===== src/sv/sct_pkg.sv =====
// Package for the sorted channel table: sizes, op and status codes, payload types.
// No dependencies.
`default_nettype none
package sct_pkg;
  localparam int NumTables    = 4;
  localparam int TableDepth   = 16;
  localparam int PayloadWidth = 32;
  localparam int TblW = (NumTables > 1) ? $clog2(NumTables) : 1;
  localparam int IdxW = $clog2(TableDepth);
  localparam int CntW = $clog2(TableDepth + 1);

  localparam logic [2:0] OP_ADD    = 3'd0;
  localparam logic [2:0] OP_REMOVE = 3'd1;
  localparam logic [2:0] OP_MODIFY = 3'd2;
  localparam logic [2:0] OP_LOOKUP = 3'd3;
  localparam logic [2:0] OP_CLEAR  = 3'd4;

  localparam logic [1:0] ST_OK      = 2'd0;
  localparam logic [1:0] ST_DUP     = 2'd1;
  localparam logic [1:0] ST_MISSING = 2'd2;
  localparam logic [1:0] ST_FULL    = 2'd3;

  typedef struct packed {
    logic [2:0]  op;
    logic [1:0]  table_select;
    logic [7:0]  frame_number;
    logic [7:0]  channel_number;
    logic [31:0] entry_payload;
  } cmd_t;

  typedef struct packed {
    logic [1:0]  status;
    logic [4:0]  entry_index;
    logic [4:0]  entry_count;
    logic [31:0] payload_out;
    logic        table_changed;
  } rsp_t;

  typedef struct packed {
    logic [7:0]              frame;
    logic [7:0]              chan;
    logic [PayloadWidth-1:0] data;
  } entry_t;

  // Per-cycle command from the sequencer to every cell
  typedef struct packed {
    logic          load;    // capture row from memory read port
    logic          shift;   // chain moves one cell toward higher index
    logic          unshift; // chain moves one cell toward lower index
    logic          ins;     // write new entry at ins_pos
    logic          mod;     // write payload at ins_pos
    logic [IdxW:0] ins_pos;
  } cell_ctl_t;
endpackage
`default_nettype wire


===== src/sv/sct_cell.sv =====
// One entry cell of the sorted row: holds a key/payload and compares against the probe.
// Depends on sct_pkg.
`default_nettype none
module sct_cell (
  input  wire                    clk,
  input  wire sct_pkg::cell_ctl_t ctl,
  input  wire [sct_pkg::IdxW:0]  pos,
  input  wire sct_pkg::entry_t   load_val,
  input  wire sct_pkg::entry_t   lower,
  input  wire sct_pkg::entry_t   upper,
  input  wire sct_pkg::entry_t   probe,
  output sct_pkg::entry_t        value,
  output logic                   key_eq,
  output logic                   probe_lt
);
  import sct_pkg::*;

  // compare probe key against held key
  assign key_eq   = (probe.frame == value.frame) && (probe.chan == value.chan);
  assign probe_lt = (probe.frame < value.frame) ||
                    ((probe.frame == value.frame) && (probe.chan < value.chan));

  always_ff @(posedge clk) begin
    if (ctl.load) begin
      value <= load_val;
    end else if (ctl.ins && pos == ctl.ins_pos) begin
      value <= probe;
    end else if (ctl.mod && pos == ctl.ins_pos) begin
      value.data <= probe.data;
    end else if (ctl.shift && pos > ctl.ins_pos) begin
      value <= lower;
    end else if (ctl.unshift && pos >= ctl.ins_pos) begin
      value <= upper;
    end
  end
endmodule
`default_nettype wire


===== config.mk =====
export PLATFORM = sky130hd
export DESIGN_NAME = sct_cell
export DESIGN_NICKNAME = d
export VERILOG_FILES = /design/src/sv/sct_pkg.sv /design/src/sv/sct_cell.sv
export SDC_FILE = /design/constraint.sdc
export NUM_CORES = 1
export LEC_CHECK = 0
export BUFFER_PORTS_ARGS = -buffer_cell sky130_fd_sc_hd__buf_2
export CAP_MARGIN = 20
export CORE_AREA = 2 2 100 102
export DETAILED_ROUTE_END_ITERATION = 10
export DIE_AREA = 0 0 102 104
export HOLD_SLACK_MARGIN = 0.15
export PLACE_DENSITY_LB_ADDON = 0.25
export RECOVER_POWER = 50
export REMOVE_ABC_BUFFERS = 1
export SLEW_MARGIN = 30
export SYNTH_ARGS = -nofsm -noshare
export SYNTH_HDL_FRONTEND = slang
export SYNTH_SLANG_ARGS = --single-unit

===== constraint.sdc =====
create_clock -name clk -period 5.85 [get_ports clk]
set_input_delay 1.17 -clock clk [delete_from_list [all_inputs] [get_ports clk]]
set_output_delay 1.17 -clock clk [all_outputs]
set_load 0.05 [all_outputs]

==> results of run 1 <==
-- final cells by class --
| type | instances | area share |
|---|---|---|
| flip-flops and latches | 48 | 0.280 |
| well taps | 133 | 0.0324 |
| repair buffers | 263 | 0.250 |
| clock inverters | 3 | 0.00828 |
| clock buffers | 5 | 0.0134 |
| inverters | 22 | 0.0161 |
| multi-input cells | 290 | 0.400 |
-- final timing paths --
kind | startpoint | to | slack [ns]
worst max-delay path | probe[45] | probe_lt | 1.74
worst min-delay path | load_val[24] | value[24] | 1.16
-- critical path, stage by stage --
cell,delay (ns)
sky130_fd_sc_hd__buf_2,0.11
sky130_fd_sc_hd__ha_1,0.30
sky130_fd_sc_hd__nand4_1,0.11
sky130_fd_sc_hd__or2_2,0.35
sky130_fd_sc_hd__a2111oi_0,0.51
sky130_fd_sc_hd__a21o_1,0.13
sky130_fd_sc_hd__buf_2,0.26
-- logic make-up after synthesis --
| kind of cell | count (synthesis) | synth area share |
|---|---|---|
| buffers and inverters | 50 | 0.0610 |
| adder cells (fa/ha/maj) | 21 | 0.0711 |
| flip-flops | 48 | 0.390 |
| AND/OR/NAND/NOR | 100 | 0.120 |
| multiplexers | 48 | 0.130 |
| AO/OA/AOI/OAI | 121 | 0.227 |
-- stage by stage --
stage	cells	hold slack, ns
4_1_cts	764	1.15
2_1_floorplan	360	1.36
5_1_grt	764	1.16
6_report	764	1.16
3_5_place_dp	756	1.47
3_3_place_gp	755	1.47
-- routing by layer --
layer  vias to the layer above  wire (um)  share of wire  global-route usage
met5                         -          0              0                   0
met4                         0        281          0.025              0.0705
met3                        22        909          0.080              0.0397
met2                       187       5830           0.51               0.381
met1                      1775       4300           0.38               0.221
li1                       1944          -              -                   -
-- power by group --
| part | internal, W | switching, W |
|---|---|---|
| Combinational | 0.000164 | 0.000398 |
| Clock | 0.000127 | 0.000112 |
| Sequential | 0.000455 | 0.0000225 |
-- Yosys cell counts (all sizes together) --
cell type / count / area share
nand2: 66 / 0.067
edfxtp: 48 / 0.39
mux2i: 48 / 0.13
o21ai: 39 / 0.053
o221ai: 32 / 0.083
a21oi: 25 / 0.034
inv: 22 / 0.022
ha: 21 / 0.071
clkbuf: 20 / 0.020
nor2b: 19 / 0.032
a211oi: 16 / 0.033
buf: 8 / 0.018
nor2: 5 / 0.0051
nand4: 4 / 0.0068
a21o: 3 / 0.0061
nand3: 2 / 0.0027
nor3: 2 / 0.0027
o211ai: 2 / 0.0041
a2111oi: 1 / 0.0024
a31oi: 1 / 0.0058
nor3b: 1 / 0.0020
o21a: 1 / 0.0020
o21bai: 1 / 0.0051
or2: 1 / 0.0017
-- cell usage in the layout (no fill, tap or decap), types with 2 or more instances in the layout --
| cell type | synthesis | routed |
|---|---|---|
| sky130_fd_sc_hd__mux2i_1 | 48 | 48 |
| sky130_fd_sc_hd__nand3_1 | 2 | 2 |
| sky130_fd_sc_hd__buf_2 | 3 | 209 |
| sky130_fd_sc_hd__a21o_1 | 3 | 3 |
| sky130_fd_sc_hd__ha_1 | 21 | 21 |
| sky130_fd_sc_hd__nand2_1 | 66 | 66 |
| sky130_fd_sc_hd__nand4_1 | 4 | 4 |
| sky130_fd_sc_hd__inv_1 | 22 | 21 |
| sky130_fd_sc_hd__nor2_1 | 5 | 5 |
| sky130_fd_sc_hd__clkbuf_8 | 0 | 5 |
| sky130_fd_sc_hd__nor2b_1 | 19 | 19 |
| sky130_fd_sc_hd__clkinv_1 | 0 | 2 |
| sky130_fd_sc_hd__edfxtp_1 | 48 | 48 |
| sky130_fd_sc_hd__o221ai_2 | 4 | 4 |
| sky130_fd_sc_hd__a211oi_1 | 16 | 16 |
| sky130_fd_sc_hd__buf_4 | 2 | 3 |
| sky130_fd_sc_hd__o221ai_1 | 28 | 28 |
| sky130_fd_sc_hd__o21ai_4 | 0 | 2 |
| sky130_fd_sc_hd__o211ai_1 | 2 | 2 |
| sky130_fd_sc_hd__clkbuf_1 | 20 | 50 |
| sky130_fd_sc_hd__nor3_1 | 2 | 2 |
| sky130_fd_sc_hd__o21ai_0 | 39 | 37 |
| sky130_fd_sc_hd__a21oi_1 | 25 | 24 |
==> run_results.csv, run 1 <==
group,metric,value,unit
run_status,outcome,"complete, no violations",
die,die-height,104,um
pwr,totalPowerFinal,0.00128,W
sta,slew_viol_final,0,
place,placedInstanceArea,5100,um2
global_routing,grt_usage,0.203,
routing,via_count,3928,
sta,final_hold_viol_count,0,
sta,fin_ws,1.74,ns
clocking,count_of_cells_resized_by_post_cts_repair,0,
global_routing,antenna_violations_before_repair,0,
die,floorplan.initialDensity,0.387,
routing,detail_route.iter0.violations,99,
clocking,tritoncts,"yes",
final_layout,drive_above_1_share,0.366,
die,die_w,102,um
pwr,max-vdd-ir-drop,0.155,mV
sta,maxClockFrequency,243,MHz
routing,drt_wl_total,11.3,mm
routing,drc,0,
sta,tightest_slew,1.49,ns
die,io_pins,258,
logic_synthesis,yosys.cell_types.count,28,
global_routing,first_pass_grt_wire_length,17.0,mm
final_layout,insertedDiodeCount,0,
clocking,cts.clk_slew.worst_paths,0.09,ns
final_layout,flip_flop_count_of_the_largest_register_all_copies_and_words_added,48,
global_routing,leftover_overflow_at_the_end_of_global_routing,0,
sta,maxSlewHeadroom,0.00676,
hold_path,hold-path-cell-count,3,
global_routing,grt_start_max_net_pins,51,
logic_synthesis,number_of_register_bits_inferred_by_synthesis,48,
routing,drt-vias-per-instance,5.14,
final_layout,final_cell_area,5140,um2
die,floorplan.core_area,9550,um2
routing,antenna_left,0,
final_layout,largest_register,"value",
sta,period_needed,4.11,ns
sta,finalSetupViolations,0,
place,io_buffer_count,257,
clocking,cts-root-buf,"sky130_fd_sc_hd__clkbuf_8",
pwr,cellLeakagePower,2.23,nW
final_layout,regs_by_ff_count,"value x48",
critical_path,timing_worst_setup_path_type,"in -> out",
clocking,cts_post_setup_buffers_inserted,0,
clocking,cts.hold.buffers_added,0,
clocking,total_cts_buffers,5,
critical_path,cp.required,4.68,ns
routing,drt_pre_antenna_iters,7,
job,maxCapViolations,0,
logic_synthesis,postSynthCellCount,388,
critical_path,critical_path_arrival,2.94,ns
place,globalplace.congestion,0.803,
pwr,pwr_density_cell,249,nW/um2
critical_path,setup.worst_path.end_class,"output port",
hold_path,min-delay-path-class,"in -> reg",
final_layout,number_of_nets_in_the_final_layout,859,
final_layout,finalCoreUtilization,0.538,
critical_path,critPathMaxFanout,2,
final_layout,sequential_cell_area,1440,um2
place,pre_cts_slack,1.66,ns
routing,wl_per_cell,14.8,um
logic_synthesis,ys_warn_count,0,
final_layout,fillCellCount,922,
place,hpwlAfterDp,8.97,mm
final_layout,flow.area_growth_from_synthesis,39.2,%
global_routing,grt_pass1_vias,3730,
logic_synthesis,netlist_area,3690,um2
sta,rsz0062_at_grt,"false",
clocking,max-clock-path-buffers,2,
die,placement_rows,36,
sta,setup_tns,0,ns
clocking,h-tree-depth,2,
logic_synthesis,avgSynthCellArea,9.52,um2
clocking,cts_num_sinks,48,
critical_path,setup.worst_path.start_class,"primary input",
die,design.die.area,10600,um2
sta,layout_worst_path_cycle_share,0.703,
logic_synthesis,yosysSeqAreaShare,0.390,
final_layout,multi_input_comb_area,2050,um2
Note: power is estimated with default switching activity, not from simulation.
==> run 2: changes to the inputs <==
==> constraint.sdc (replaced) <==
create_clock -name clk -period 4.3 [get_ports clk]
set_input_delay 0.86 -clock clk [delete_from_list [all_inputs] [get_ports clk]]
set_output_delay 0.86 -clock clk [all_outputs]
set_load 0.05 [all_outputs]
==> run 2 against run 1 <==
  * The run now ends with max-capacitance violations, max-slew violations left
  * Combinational power up 37%
  * Largest cell class unchanged
  * Sequential power up 36%
  * Die area is the same
  * Critical endpoint is now value[47]
==> run_results.csv, run 2 (synthesis gave the netlist of run 1 again) <==
group,metric,value,unit
sta,slew_viol_final,35,
die,io_pins,258,
pwr,power.net_switching,0.000726,W
clocking,total_cts_buffers,5,
pwr,combPwrFrac,0.458,
sta,layout_worst_path_cycle_share,0.847,
pwr,seq_power_share,0.386,
final_layout,drive_above_1_share,0.365,
final_layout,flip_flop_count_of_the_largest_register_all_copies_and_words_added,48,
die,floorplan.core_area,9550,um2
final_layout,finalCoreUtilization,0.536,
job,maxCapViolations,1,
critical_path,critPathMaxFanout,34,
routing,wl_per_cell,15.7,um
final_layout,layout.cells.most_common_list,"sky130_fd_sc_hd__buf_2 (209), sky130_fd_sc_hd__nand2_1 (66), sky130_fd_sc_hd__clkbuf_1 (52), sky130_fd_sc_hd__mux2i_1 (48), sky130_fd_sc_hd__edfxtp_1 (48)",
clocking,cts_num_sinks,48,
clocking,cts.hold.buffers_added,0,
critical_path,critPathTopFamily,"buffers and inverters",
sta,period_needed,3.64,ns
run_status,failed_checks,"max-capacitance violations, max-slew violations",
global_routing,grt_usage,0.217,
clocking,tritoncts,"yes",
pwr,cellLeakagePower,2.23,nW
clocking,count_of_cells_resized_by_post_cts_repair,0,
routing,via_count,4043,
global_routing,antenna_violations_before_repair,0,
critical_path,setup.worst_path.start_class,"primary input",
critical_path,cp.required,4.21,ns
routing,drt-vias-per-instance,5.28,
clocking,max-clock-path-buffers,2,
place,io_buffer_count,257,
critical_path,setup.worst_path.end_class,"register",
clocking,cts_post_setup_buffers_inserted,0,
die,placement_rows,36,
die,design.die.area,10600,um2
die,die-height,104,um
global_routing,grt_pass1_vias,3924,
pwr,max-vdd-ir-drop,0.150,mV
global_routing,leftover_overflow_at_the_end_of_global_routing,0,
global_routing,grt_start_max_net_pins,50,
critical_path,cell_at_the_slowest_stage_of_the_critical_path,"sky130_fd_sc_hd__clkbuf_1",
sta,maxSlewHeadroom,-0.0354,
routing,detail_route.iter0.violations,120,
critical_path,crit_path_max_incr_delay,1.13,ns
final_layout,flow.area_growth_from_synthesis,38.6,%
final_layout,largest_register,"value",
critical_path,timing.critical_path.cells,"buf_2 > inv_1 > ha_1 > nand3_1 > nor2_1 > a21oi_2 > clkbuf_1 > o21ai_0 > clkbuf_1",
pwr,netSwitchingFraction,0.431,
clocking,h-tree-depth,2,
sta,tightest_slew,1.55,ns
routing,drc,0,
critical_path,timing_worst_setup_path_type,"in -> reg",
clocking,cts-root-buf,"sky130_fd_sc_hd__clkbuf_8",
pwr,clkPwrFrac,0.156,
sta,maxClockFrequency,274,MHz
die,die_w,102,um
sta,final_hold_viol_count,0,
sta,finalHoldWorstSlack,0.855,ns
die,floorplan.initialDensity,0.387,
critical_path,critical_path_arrival,3.56,ns
hold_path,min-delay-path-class,"in -> reg",
critical_path,path_common_cell,"sky130_fd_sc_hd__clkbuf_1",
pwr,power.internal,0.000958,W
pwr,pwr_density_cell,329,nW/um2
critical_path,crit_buf_inv,4,
clocking,cts.clk_slew.worst_paths,0.09,ns
place,hpwlAfterDp,9.52,mm
routing,drt_wl_total,12.0,mm
routing,antenna_left,0,
sta,finalSetupViolations,0,
global_routing,first_pass_grt_wire_length,18.2,mm
place,globalplace.congestion,0.887,
final_layout,mostFrequentLayoutCell,"sky130_fd_sc_hd__buf_2",
final_layout,number_of_nets_in_the_final_layout,861,
final_layout,regs_by_ff_count,"value x48",
run_status,outcome,"finished with violations",
sta,rsz0062_at_grt,"false",
final_layout,insertedDiodeCount,0,
routing,drt_pre_antenna_iters,4,
-- run 2: per-layer routing --
layer | wire length, um | up-vias | track usage | share of wire
li1 | - | 1943 | - | -
met1 | 4410 | 1864 | 0.224 | 0.37
met2 | 6360 | 218 | 0.429 | 0.53
met3 | 1010 | 18 | 0.0403 | 0.084
met4 | 214 | 0 | 0.0629 | 0.018
met5 | 0 | - | 0 | 0
-- run 2: through the flow --
step | instance area [um2] | power, W | instances | setup WS [ns] | TNS [ns]
final | 5120 | 0.00168 | 766 | 0.656 | 0
after global routing | 5120 | 0.00177 | 766 | 0.421 | 0
after floorplan | 3550 | 0.00118 | 360 | -0.812 | -25.98
after detailed placement | 5100 | 0.00146 | 758 | 0.771 | 0
after global placement | 5090 | 0.00144 | 758 | 0.812 | 0
after CTS | 5190 | 0.00172 | 766 | 0.760 | 0
-- run 2: final timing paths --
| check | start | to | slack (ns) | depth (start not counted) |
|---|---|---|---|---|
| worst max-delay path | ctl[4] | value[47] | 0.66 | 9 |
| worst min-delay path | load_val[24] | value[24] | 0.85 | 3 |
-- run 2: power groups by stage --
stage	sequential [W]	clock [W]	combinational [W]
floorplan	0.000959	0	0.000226
global placement	0.000654	0	0.000783
detailed placement	0.000659	0	0.000797
CTS	0.000648	0.000276	0.000799
global route	0.000659	0.000291	0.000822
finish	0.000650	0.000263	0.000771
-- run 2: final cells by class --
class | count | area [um2]
clock buffer | 7 | 76.3
multi-input combinational | 290 | 2050
fill | 955 | 4430
timing repair buffer | 265 | 1290
sequential | 48 | 1440
clock inverter | 1 | 8.76
inverter | 22 | 82.6
tap | 133 | 166
